**src/rtl/core/vbc_pkg.sv**
```systemverilog
// ----------------------------------------------------------------------------
// vbc_pkg
// Shared types, codes and helpers of the Verlet ball collision step block.
// ----------------------------------------------------------------------------
package vbc_pkg;

	localparam int MAX_BALLS_DEF = 64;
	localparam int IDX_W         = 6;
	localparam int POS_W         = 24;

	// input commands
	localparam logic [1:0] CMD_TICK  = 2'd0;
	localparam logic [1:0] CMD_SPAWN = 2'd1;
	localparam logic [1:0] CMD_NUDGE = 2'd2;

	// result status codes
	localparam logic [1:0] STAT_OK      = 2'd0;
	localparam logic [1:0] STAT_FULL    = 2'd1;
	localparam logic [1:0] STAT_NO_BALL = 2'd2;

	// configuration register indexes
	localparam logic [1:0] CFG_WIDTH   = 2'd0;
	localparam logic [1:0] CFG_HEIGHT  = 2'd1;
	localparam logic [1:0] CFG_GRAVITY = 2'd2;

	localparam logic [11:0] WIDTH_RST   = 12'd400;
	localparam logic [11:0] HEIGHT_RST  = 12'd400;
	localparam logic [7:0]  GRAVITY_RST = 8'd26;

	// geometry in Q16.8
	localparam int RADIUS_Q   = 2560;
	localparam int MIN_DIST_Q = 5120;
	localparam int NUDGE_Q    = 1280;
	localparam int SPAWN_DROP = 100;

	typedef enum logic [4:0] {
		S_IDLE, S_REPLY, S_SPAWN, S_NUDGE_RD, S_NUDGE_WR,
		S_ADV_RD, S_ADV_LD, S_ADV_CLAMP, S_PJ_NEXT, S_PJ_LD, S_PJ_MUL,
		S_PJ_SQ, S_PJ_SQ_WAIT, S_PJ_CHK, S_PJ_DX, S_PJ_DX_WAIT, S_PJ_DY,
		S_PJ_DY_WAIT, S_PJ_UPD, S_ADV_WB, S_EM_RD, S_EM_LD
	} state_t;

	typedef enum logic [2:0] {
		WR_NONE, WR_SPAWN, WR_NUDGE, WR_BALL_I, WR_BALL_J
	} wr_sel_t;

	typedef enum logic [1:0] {
		OSRC_ZERO, OSRC_SPAWN, OSRC_MEM
	} out_src_t;

	// commands from the controller to the datapath
	typedef struct packed {
		logic             take_in;
		logic [IDX_W-1:0] rd_addr;
		logic [IDX_W-1:0] wr_addr;
		wr_sel_t          wr_sel;
		logic             ld_adv;
		logic             clamp;
		logic             ld_pair;
		logic             ld_sq;
		logic             sqrt_start;
		logic             ld_mag;
		logic             div_start;
		logic             div_sel_y;
		logic             cap_qx;
		logic             cap_qy;
		logic             upd;
		logic             out_load;
		out_src_t         out_src;
		logic [1:0]       out_status;
		logic [IDX_W-1:0] out_index;
		logic             out_last;
	} dp_cmd_t;

	// status from the datapath to the controller
	typedef struct packed {
		logic out_free;
		logic sqrt_busy;
		logic sqrt_done;
		logic div_busy;
		logic div_done;
		logic overlap;
	} dp_stat_t;

	// saturate a wide sum to a signed 24-bit position
	function automatic logic signed [23:0] sat_pos(input logic signed [27:0] v);
		logic signed [23:0] r;
		if (v > 28'sd8388607)
			r = 24'sh7FFFFF;
		else if (v < -28'sd8388608)
			r = 24'sh800000;
		else
			r = v[23:0];
		return r;
	endfunction

endpackage

```
**src/rtl/core/vbc_ctrl.sv**
```systemverilog
// ----------------------------------------------------------------------------
// vbc_ctrl
// Controller: decodes items, walks balls and pairs, sequences the datapath.
// ----------------------------------------------------------------------------
module vbc_ctrl #(
	parameter int MAX_BALLS = vbc_pkg::MAX_BALLS_DEF
) (
	input  logic               clk,
	input  logic               arst_n,
	input  logic               in_valid,
	input  logic [1:0]         cmd,
	output logic               in_stall,
	output vbc_pkg::dp_cmd_t   dcmd,
	input  vbc_pkg::dp_stat_t  stat
);
	localparam int IW   = $clog2(MAX_BALLS);
	localparam int CW   = $clog2(MAX_BALLS + 1);
	localparam int IDXW = vbc_pkg::IDX_W;

	vbc_pkg::state_t state_q, state_d;
	logic [CW-1:0]   cnt_q, cnt_d;
	logic [CW-1:0]   i_q, i_d;
	logic [CW-1:0]   j_q, j_d;
	logic [1:0]      rsp_q, rsp_d;
	logic [IDXW-1:0] i_idx, j_idx, cnt_idx;
	logic            i_last;

	assign i_idx   = IDXW'(i_q[IW-1:0]);
	assign j_idx   = IDXW'(j_q[IW-1:0]);
	assign cnt_idx = IDXW'(cnt_q[IW-1:0]);
	assign i_last  = (i_q + CW'(1)) == cnt_q;

	// state and counters
	always_ff @(posedge clk or negedge arst_n) begin
		if (!arst_n) begin
			state_q <= vbc_pkg::S_IDLE;
			cnt_q   <= '0;
			i_q     <= '0;
			j_q     <= '0;
			rsp_q   <= vbc_pkg::STAT_OK;
		end else begin
			state_q <= state_d;
			cnt_q   <= cnt_d;
			i_q     <= i_d;
			j_q     <= j_d;
			rsp_q   <= rsp_d;
		end
	end

	// next state and datapath commands
	always_comb begin
		state_d         = state_q;
		cnt_d           = cnt_q;
		i_d             = i_q;
		j_d             = j_q;
		rsp_d           = rsp_q;
		in_stall        = 1'b1;
		dcmd            = '0;
		dcmd.wr_sel     = vbc_pkg::WR_NONE;
		dcmd.out_src    = vbc_pkg::OSRC_ZERO;
		dcmd.out_status = vbc_pkg::STAT_OK;
		unique case (state_q)
			vbc_pkg::S_IDLE: begin
				in_stall = 1'b0;
				if (in_valid) begin
					dcmd.take_in = 1'b1;
					unique case (cmd)
						vbc_pkg::CMD_TICK: begin
							if (cnt_q == '0) begin
								rsp_d   = vbc_pkg::STAT_OK;
								state_d = vbc_pkg::S_REPLY;
							end else begin
								i_d     = '0;
								state_d = vbc_pkg::S_ADV_RD;
							end
						end
						vbc_pkg::CMD_SPAWN: begin
							if (cnt_q == CW'(MAX_BALLS)) begin
								rsp_d   = vbc_pkg::STAT_FULL;
								state_d = vbc_pkg::S_REPLY;
							end else begin
								state_d = vbc_pkg::S_SPAWN;
							end
						end
						vbc_pkg::CMD_NUDGE: begin
							if (cnt_q == '0) begin
								rsp_d   = vbc_pkg::STAT_NO_BALL;
								state_d = vbc_pkg::S_REPLY;
							end else begin
								state_d = vbc_pkg::S_NUDGE_RD;
							end
						end
						default: ;
					endcase
				end
			end
			vbc_pkg::S_REPLY: begin
				dcmd.out_status = rsp_q;
				dcmd.out_last   = 1'b1;
				if (stat.out_free) begin
					dcmd.out_load = 1'b1;
					state_d       = vbc_pkg::S_IDLE;
				end
			end
			vbc_pkg::S_SPAWN: begin
				dcmd.wr_addr   = cnt_idx;
				dcmd.out_src   = vbc_pkg::OSRC_SPAWN;
				dcmd.out_index = cnt_idx;
				dcmd.out_last  = 1'b1;
				if (stat.out_free) begin
					dcmd.wr_sel   = vbc_pkg::WR_SPAWN;
					dcmd.out_load = 1'b1;
					cnt_d         = cnt_q + CW'(1);
					state_d       = vbc_pkg::S_IDLE;
				end
			end
			vbc_pkg::S_NUDGE_RD: begin
				state_d = vbc_pkg::S_NUDGE_WR;
			end
			vbc_pkg::S_NUDGE_WR: begin
				dcmd.out_src  = vbc_pkg::OSRC_MEM;
				dcmd.out_last = 1'b1;
				if (stat.out_free) begin
					dcmd.wr_sel   = vbc_pkg::WR_NUDGE;
					dcmd.out_load = 1'b1;
					state_d       = vbc_pkg::S_IDLE;
				end
			end
			vbc_pkg::S_ADV_RD: begin
				dcmd.rd_addr = i_idx;
				state_d      = vbc_pkg::S_ADV_LD;
			end
			vbc_pkg::S_ADV_LD: begin
				dcmd.ld_adv = 1'b1;
				state_d     = vbc_pkg::S_ADV_CLAMP;
			end
			vbc_pkg::S_ADV_CLAMP: begin
				dcmd.clamp = 1'b1;
				j_d        = '0;
				state_d    = vbc_pkg::S_PJ_NEXT;
			end
			vbc_pkg::S_PJ_NEXT: begin
				dcmd.rd_addr = j_idx;
				if (j_q == cnt_q)
					state_d = vbc_pkg::S_ADV_WB;
				else if (j_q == i_q)
					j_d = j_q + CW'(1);
				else
					state_d = vbc_pkg::S_PJ_LD;
			end
			vbc_pkg::S_PJ_LD: begin
				dcmd.ld_pair = 1'b1;
				state_d      = vbc_pkg::S_PJ_MUL;
			end
			vbc_pkg::S_PJ_MUL: begin
				dcmd.ld_sq = 1'b1;
				state_d    = vbc_pkg::S_PJ_SQ;
			end
			vbc_pkg::S_PJ_SQ: begin
				dcmd.sqrt_start = 1'b1;
				state_d         = vbc_pkg::S_PJ_SQ_WAIT;
			end
			vbc_pkg::S_PJ_SQ_WAIT: begin
				if (stat.sqrt_done)
					state_d = vbc_pkg::S_PJ_CHK;
			end
			vbc_pkg::S_PJ_CHK: begin
				if (stat.overlap) begin
					dcmd.ld_mag = 1'b1;
					state_d     = vbc_pkg::S_PJ_DX;
				end else begin
					j_d     = j_q + CW'(1);
					state_d = vbc_pkg::S_PJ_NEXT;
				end
			end
			vbc_pkg::S_PJ_DX: begin
				dcmd.div_start = 1'b1;
				state_d        = vbc_pkg::S_PJ_DX_WAIT;
			end
			vbc_pkg::S_PJ_DX_WAIT: begin
				if (stat.div_done) begin
					dcmd.cap_qx = 1'b1;
					state_d     = vbc_pkg::S_PJ_DY;
				end
			end
			vbc_pkg::S_PJ_DY: begin
				dcmd.div_start = 1'b1;
				dcmd.div_sel_y = 1'b1;
				state_d        = vbc_pkg::S_PJ_DY_WAIT;
			end
			vbc_pkg::S_PJ_DY_WAIT: begin
				if (stat.div_done) begin
					dcmd.cap_qy = 1'b1;
					state_d     = vbc_pkg::S_PJ_UPD;
				end
			end
			vbc_pkg::S_PJ_UPD: begin
				dcmd.upd     = 1'b1;
				dcmd.wr_sel  = vbc_pkg::WR_BALL_J;
				dcmd.wr_addr = j_idx;
				j_d          = j_q + CW'(1);
				state_d      = vbc_pkg::S_PJ_NEXT;
			end
			vbc_pkg::S_ADV_WB: begin
				dcmd.wr_sel  = vbc_pkg::WR_BALL_I;
				dcmd.wr_addr = i_idx;
				if (i_last) begin
					i_d     = '0;
					state_d = vbc_pkg::S_EM_RD;
				end else begin
					i_d     = i_q + CW'(1);
					state_d = vbc_pkg::S_ADV_RD;
				end
			end
			vbc_pkg::S_EM_RD: begin
				dcmd.rd_addr = i_idx;
				state_d      = vbc_pkg::S_EM_LD;
			end
			vbc_pkg::S_EM_LD: begin
				dcmd.rd_addr   = i_idx;
				dcmd.out_src   = vbc_pkg::OSRC_MEM;
				dcmd.out_index = i_idx;
				dcmd.out_last  = i_last;
				if (stat.out_free) begin
					dcmd.out_load = 1'b1;
					if (i_last) begin
						state_d = vbc_pkg::S_IDLE;
					end else begin
						i_d     = i_q + CW'(1);
						state_d = vbc_pkg::S_EM_RD;
					end
				end
			end
			default: state_d = vbc_pkg::S_IDLE;
		endcase
	end

endmodule

```
**config.mk**
```make
export PLATFORM = sky130hd
export DESIGN_NAME = vbc_ctrl
export DESIGN_NICKNAME = d
export VERILOG_FILES = /design/src/rtl/core/vbc_pkg.sv /design/src/rtl/core/vbc_ctrl.sv
export SDC_FILE = /design/constraint.sdc
export NUM_CORES = 1
export LEC_CHECK = 0
export ABC_AREA = 1
export BUFFER_PORTS_ARGS = -buffer_cell sky130_fd_sc_hd__buf_2
export CORE_MARGIN = 1
export CORE_UTILIZATION = 45
export CTS_CLUSTER_SIZE = 40
export DETAILED_ROUTE_END_ITERATION = 10
export HOLD_SLACK_MARGIN = 0.15
export MAX_ROUTING_LAYER = met4
export PLACE_DENSITY = 0.78
export SLEW_MARGIN = 20
export SYNTH_ARGS = -nofsm -noshare
export SYNTH_HDL_FRONTEND = slang
export SYNTH_SLANG_ARGS = --single-unit
```
**constraint.sdc**
```tcl
create_clock -name clk -period 2.1 [get_ports clk]
set_input_delay 0.42 -clock clk [delete_from_list [all_inputs] [get_ports clk]]
set_output_delay 0.42 -clock clk [all_outputs]
set_load 0.02 [all_outputs]
```
# After elaboration in Yosys (flattened, before gate mapping)

Cells that the tools add are included.

Flip-flop bits (word level): 28
Input bits: 11
Output and inout bits: 40
Word-level logic and storage cells: 127

Add/sub/neg operators: 3
Equal/unequal tests: 44
Mux-type cells: 58
Reduce and logical (&&, ||, !) cells: 17

Operator list:

| operator              | number |
|---|---|
| $pmux W5 S19          | 1 |
| $mux W7               | 9 |
| $mux W5               | 10 |
| $eq A5 B4 Y1 const B  | 8 |
| $eq A5 B5 Y1 const B  | 6 |
| $pmux W7 S4           | 1 |
| $ne A2 B2 Y1 const B  | 13 |
| $pmux W6 S2           | 2 |
| $add A7 B1 Y7 const B | 3 |
| $eq A7 B7 Y1          | 3 |
| $pmux W7 S3           | 1 |
| $eq A5 B3 Y1 const B  | 4 |
| $mux W1               | 19 |
| $pmux W6 S3           | 1 |
| $pmux W5 S3           | 1 |
| $mux W2               | 7 |
| $pmux W3 S4           | 1 |
| $reduce_and A6 Y1     | 2 |
| $eq A5 B2 Y1 const B  | 2 |
| $reduce_and A8 Y1     | 1 |
| $eq A7 B7 Y1 const B  | 1 |
| $logic_not A7 Y1      | 1 |
| $mux W3               | 2 |
| $pmux W2 S3           | 1 |
| other kinds (17)      | 22 |

# Logic depth before layout (Yosys ltp)

Gate-level depths: netlist of the first run.

Depth in word-level cells: 5
Mapped depth: 14
Mapped depth without buffers: 14

# Least setup slack after synthesis of the first run

Ideal clock, no wire load.

Path type: register -> output
Start: reg i_q[0]
End: out dcmd[0] (netlist name)
Data arrival time: 1.575 ns
Data required time: 1.680 ns
Slack: 0.105 ns
Cell stages (with the launch flop): 9
Path buffers: 0
Cells stage by stage: dfrtp_1 > ha_1 > xnor2_1 > nand2_1 > nor2_1 > nand2_1 > nor2_4 > nand3_2 > nand2_1

RTL lines:

| item                   | RTL line       | text |
|---|---|---|
| from (decl)            | vbc_ctrl.sv:22 | `logic [CW-1:0] i_q, i_d;` |
| from (signal assigned) | vbc_ctrl.sv:44 | `i_q <= i_d;` |
| to (decl)              | vbc_ctrl.sv:13 | `output vbc_pkg::dp_cmd_t dcmd,` |

==> impl_metrics.yaml, run 1 <==
worst_setup_path:
  startpoint_type: "flip-flop"
  critical_path_arrival_ns: 1.78
  crit_path_cell_trace: "ha_4, nand2_4, nand2_1, nand2_1, nand2_1, nor2_1, nand2_2, nor2_4, nand3_2, nand2_2, buf_6"
  endpoint_kind: "primary output"
  crit_top_cell: "nand2_1"
  required_ns: 1.68
  crit_slowest_cell: "dfrtp_1"
  slowest_delay_ns: 0.44
  critical_path.max_fanout: 3
  crit_type: "flip-flop to primary output"
power_and_ir_drop:
  finalPower_mw: 3.303
  power.leakage_nw: 1.776
  p_per_area_mw_per_mm2: 983.6
  peakVddDrop_v: 0.0004567
die:
  die_y_um: 79.36
  die_w_um: 79.36
  io_pins: 51
  num_rows: 27
  dieArea_mm2: 0.006297
  initial_core_util_pct: 47.73
  fp.coreArea_mm2: 0.005642
sta:
  clock_skew_ns: 0.01333
  max_clock_freq_mhz: 455.4
  fin_crit_ns: 2.196
  rsz0062_at_grt: "true"
  hold_viol: 0
  whs_ns: 0.1448
  timing.final.max_slew_violations: 0
  period_share_pct: 104.6
  setup_viol: 1
  layout_setup_ws_ns: -0.09598
  slew_headroom_pct: 56.34
  tightest_slew_ns: 0.6549
synth:
  ys_ff_latch: 28
  syn_area_mm2: 0.002693
  syn_area_per_cell_um2: 6.748
  synth-edff-count: 0
  ys_warn_count: 0
  synthesis.nets: 417
  synth_flop_cell: "dfrtp_1"
  ys_async_sr_fraction_pct: 100.0
  synth_cell_types: 38
  synth_xor_area_share_pct: 7.481
  synth_compound_area_share_pct: 11.43
  syn_inst: 399
  synthMuxAreaShare_pct: 0
  synth-simple-area-share_pct: 40.24
  yosysSeqAreaShare_pct: 26.02
  synth_top_family_by_area: "simple AND/OR/NAND/NOR gates"
  synth_fa_ha_area_share_pct: 3.253
global_routing:
  grtUsageTotal_pct: 25.51
  grt_max_degree: 29
  antenna_found_initial: 0
  grt-ovfl-total: 0
  grt_pass1_wl_um: 12310
  first_global_vias: 2737
hold_path:
  hold_class: "primary input to asynchronous set/reset pin"
cts:
  hold_buffers: 0
  cts_buffer_depth: 2
  root_buffer: "clkbuf_8"
  cts_sinks: 28
  clock_latency_ns: 0.29
  path_clk_slew_ns: 0.11
  numCtsBuffers: 3
  htreeDepth: 1
  cts_tree: "done"
routing:
  wirelength_um: 7578
  drt_iter0_drc: 245
  drt-pass1-iter-count: 5
  routedWlPerCell_um: 14.14
  vias: 2865
  drc: 0
  via_per_inst: 5.345
  drtAntennaViolNets: 0
place:
  port_buffers: 48
  placed_area_mm2: 0.003030
  post-dp-hpwl_um: 5708
  routabilityCongestion: 0.9216
cells_and_area:
  fillers: 489
  utilization_pct: 59.53
  diodes: 0
  area_delta_synth_final_pct: 24.72
  nets: 483
  drive_above_1_share_pct: 32.97
  fin_area_mm2: 0.003358
status:
  violations: "setup timing"
  outcome: "finished with violations"
flow_run:
  drv_cap: 0
==> cell type report <==
| class | count | area [µm²] | share of cell area, % |
|---|---|---|---|
| inverters | 66 | 257.7 | 7.675 |
| clock inverters | 1 | 30.03 | 0.8942 |
| flip-flops and latches | 28 | 708.2 | 21.09 |
| multi-input cells | 296 | 1790 | 53.32 |
| repair buffers | 70 | 440.4 | 13.11 |
| well taps | 72 | 90.09 | 2.683 |
| clock buffers | 3 | 41.29 | 1.230 |
==> synthesized netlist by cell type, types with 3 or more instances <==
cell type | number | area share (%)
nor2_1 | 29 | 4.0
nand3_1 | 34 | 6.3
a21oi_1 | 8 | 1.5
clkbuf_2 | 3 | 0.56
xor2_1 | 16 | 5.2
o21ai_0 | 16 | 3.0
nand3_4 | 3 | 2.0
o22ai_1 | 5 | 1.2
nor3_1 | 6 | 1.1
ha_1 | 7 | 3.3
nand2_1 | 100 | 14
nor2_2 | 7 | 1.6
nand2_4 | 5 | 2.1
inv_2 | 9 | 1.3
dfrtp_1 | 28 | 26
nand2_2 | 8 | 1.9
o21ai_1 | 11 | 2.0
nand4_1 | 7 | 1.6
buf_2 | 3 | 0.56
inv_1 | 55 | 7.7
nor2_4 | 7 | 2.9
xnor2_1 | 7 | 2.3
o221ai_1 | 5 | 1.6
==> final timing paths <==
check | startpoint | end | slack [ns] | cells after the start
max | i_q[0] | dcmd[0] | -0.1 | 11
min reg2reg | rsp_q[1] | rsp_q[1] | 0.49 | 2
min | arst_n | i_q[0] | 0.14 | 1
max in group asynchronous | arst_n | state_q[2] | 1.47 | 1
max reg2reg | i_q[0] | state_q[4] | 0.16 | 15
min in group clk | stat[5] | cnt_q[1] | 0.49 | 3
==> flip-flops by register name, summed over array words and instances (netlist names) <==
register / count
j_q: 7
rsp_q: 2
i_q: 7
cnt_q: 7
state_q: 5
==> logic make-up after synthesis <==
group,Yosys count
simple gates,214
buf+inv,75
fa+ha+maj,7
xor+xnor,23
compound gates,52
flops,28
==> through the flow <==
stage / TNS, ns / instances / setup slack, ns
after global routing: -0.5268 / 536 / -0.1967
after detailed placement: 0 / 519 / 0.09992
after floorplan: 0 / 399 / 0.1050
final: -0.09598 / 536 / -0.09598
after CTS: -0.09596 / 531 / -0.09596
after global placement: 0 / 519 / 0.1173
==> critical path, delay by kind of cell (launching register included) <==
family,cells,cell delay [ns]
and+or+nand+nor,9,0.74
DFF,1,0.44
adders and majority gates,1,0.19
buffers and inverters,1,0.11
==> repair_timing <==
action	in CTS	in global routing
pin swaps	8	9
buffers inserted	8	5
endpoints found under the setup margin	21	24
gates resized for setup	24	33
==> layout by cell type (no fill, tap or decap), types with 10 or more instances in the layout <==
| cell | n |
|---|---|
| inv_2 | 13 |
| nand3_1 | 32 |
| nor2_1 | 27 |
| o21ai_1 | 16 |
| nor2_4 | 10 |
| o21ai_0 | 10 |
| nand2_1 | 92 |
| buf_4 | 26 |
| xor2_1 | 16 |
| buf_2 | 40 |
| dfrtp_1 | 22 |
| nand2_2 | 13 |
| inv_1 | 50 |
==> power breakdown <==
part	internal [mW]	switching (mW)
combinational	0.739	1.25
sequential	0.667	0.208
clock	0.256	0.182
total	1.66	1.64
==> layer usage <==
layer	global-route usage (%)	wire length, µm
met1	31.70	3240
met2	44.05	3856
met3	2.299	388
met4	7.273	93
met5	-	0
No activity file was read; power rests on OpenSTA's default activity.
==> run 2, diff against run 1 <==
--- a/config.mk
+++ b/config.mk
@@ -8,12 +8,12 @@
 export ABC_AREA = 1
 export BUFFER_PORTS_ARGS = -buffer_cell sky130_fd_sc_hd__buf_2
 export CORE_MARGIN = 1
-export CORE_UTILIZATION = 45
+export CORE_UTILIZATION = 35
 export CTS_CLUSTER_SIZE = 40
 export DETAILED_ROUTE_END_ITERATION = 10
 export HOLD_SLACK_MARGIN = 0.15
 export MAX_ROUTING_LAYER = met4
-export PLACE_DENSITY = 0.78
+export PLACE_DENSITY = 0.66
 export SLEW_MARGIN = 20
 export SYNTH_ARGS = -nofsm -noshare
 export SYNTH_HDL_FRONTEND = slang
==> run 2 against run 1 <==
  * The run still ends with setup timing left
  * Sequential power about the same
  * Power up 1.0%
  * Final area up 2.2%
  * Critical path type unchanged
  * Highest routed layer unchanged
==> impl_metrics.yaml, run 2 (synthesis results as in run 1) <==
status:
  outcome: "finished with violations"
  violations: "setup timing"
power_and_ir_drop:
  power.leakage_nw: 1.799
  p_per_area_mw_per_mm2: 972.3
  finalPower_mw: 3.337
  peakVddDrop_v: 0.0003355
place:
  post-dp-hpwl_um: 6000
  place_inst: 546
  placed_area_mm2: 0.003064
  routabilityCongestion: 0.9159
  port_buffers: 48
cells_and_area:
  final_cells: 561
  area_delta_synth_final_pct: 27.46
  multi_input_area_mm2: 0.001829
  reg_top3: "cnt_q x7, i_q x7, j_q x7"
  utilization_pct: 46.82
  nets: 481
  final_common_cell: "nand2_1"
  drive_above_1_share_pct: 33.77
  fillers: 739
  diodes: 0
  fin_area_mm2: 0.003432
  mostFrequentLayoutCells: "91 x nand2_1, 50 x inv_1, 36 x buf_2, 32 x nand3_1, 28 x buf_4"
  seqCellArea_um2: 709.4
routing:
  drtAntennaViolNets: 0
  routedWlPerCell_um: 13.95
  drt_iter0_drc: 186
  drt-pass1-iter-count: 5
  wirelength_um: 7827
  drc: 0
  via_per_inst: 5.050
  vias: 2833
sta:
  layout_setup_ws_ns: -0.08851
  clock_skew_ns: 0.003501
  max_clock_freq_mhz: 456.9
  hold_viol: 0
  rsz0062_at_grt: "true"
  fin_crit_ns: 2.189
  tightest_slew_ns: 0.7105
  whs_ns: 0.1685
  slew_headroom_pct: 52.63
  period_share_pct: 104.2
  timing.final.max_slew_violations: 0
  setup_viol: 2
worst_setup_path:
  crit_path_end: "dcmd[0]"
  reg2reg_to: "i_q[4]"
  required_ns: 1.68
  reg2reg_depth: 10
  r2r_start: "cnt_q[1]"
  cp-startpoint: "i_q[0]"
  endpoint_kind: "primary output"
  critical_path.max_fanout: 2
  critical_path_arrival_ns: 1.77
  crit_type: "flip-flop to primary output"
  startpoint_type: "flip-flop"
  ff2ff_setup_slack_ns: 0.21
die:
  die_y_um: 89.71
  fp.coreArea_mm2: 0.007331
  io_pins: 51
  num_rows: 31
  dieArea_mm2: 0.008048
  initial_core_util_pct: 36.73
  die_w_um: 89.71
hold_path:
  hold_class: "primary input to asynchronous set/reset pin"
cts:
  cts_sinks: 28
  path_clk_slew_ns: 0.11
  root_buffer: "clkbuf_8"
  cts_buffer_depth: 2
  clock_latency_ns: 0.29
  hold_buffers: 0
  cts_tree: "done"
  htreeDepth: 1
  numCtsBuffers: 3
global_routing:
  first_global_vias: 2653
  grtUsageTotal_pct: 19.77
  antenna_found_initial: 0
  grt_pass1_wl_um: 12740
  grt-ovfl-total: 0
  grt_max_degree: 29
flow_run:
  drv_cap: 0
run 2: cell count changes in the layout (fill, tap and decap cells not counted), moves of 2 or more:
cell / delta
buf_2: -4
o21ai_1: -4
o21ai_0: +3
buf_4: +2
nand2_4: +2
nor2_4: +2
run 2: report_power, final:
| group | leakage (nW) | total (mW) | switching, mW | internal [mW] |
|---|---|---|---|---|
| clock | 0.0357 | 0.451 | 0.195 | 0.256 |
| combinational | 1.40 | 2.01 | 1.28 | 0.731 |
| sequential | 0.361 | 0.873 | 0.205 | 0.668 |
run 2: worst min-delay path by stage:
| stage | to | slack [ns] | start |
|---|---|---|---|
| after floorplan | cnt_q[0] | 0.12 | arst_n |
| after global placement | rsp_q[0] | 0.48 | rsp_q[0] |
| after detailed placement | rsp_q[0] | 0.48 | rsp_q[0] |
| after CTS | j_q[4] | 0.19 | arst_n |
| after global routing | j_q[4] | 0.22 | arst_n |
| final | state_q[3] | 0.17 | arst_n |
run 2: final cells by class:
class | instances | share of cell area [%]
Multi-Input combinational cell | 296 | 53.30
Sequential cell | 28 | 20.67
Timing Repair Buffer | 68 | 12.69
Inverter | 66 | 7.656
Tap cell | 99 | 3.609
Clock buffer | 3 | 1.203
Clock inverter | 1 | 0.8750
run 2: worst max-delay path, stage by stage (launching register included):
cell	delay (ns)
dfrtp_1	0.43
ha_4	0.29
xnor2_2	0.10
nand2_1	0.08
nor2_2	0.13
nand2_2	0.08
nor2_4	0.10
nand3_2	0.09
nand2_2	0.07
buf_6	0.11
run 2: what timing repair did:
action / 4_1_cts / 5_1_grt
endpoints found under the setup margin: 22 / 23
gates cloned: 0 / 0
buffers inserted: 2 / 9
resized for setup: 36 / 33
pin swaps: 7 / 7
run 2: through the flow:
step / setup TNS (ns) / setup slack (ns)
5_1_grt: -0.7271 / -0.2137
6_report: -0.1121 / -0.08851
3_5_place_dp: 0 / 0.08996
2_1_floorplan: 0 / 0.1050
4_1_cts: -0.07369 / -0.07369
3_3_place_gp: 0 / 0.1162
run 2: layer usage:
metal / track usage (%) / share of wire [%] / vias to the layer above
met5: - / 0 / -
met4: 5.601 / 1.6 / 0
met3: 1.692 / 4.0 / 11
met2: 32.69 / 48 / 73
met1: 25.83 / 46 / 1341
li1: - / - / 1408
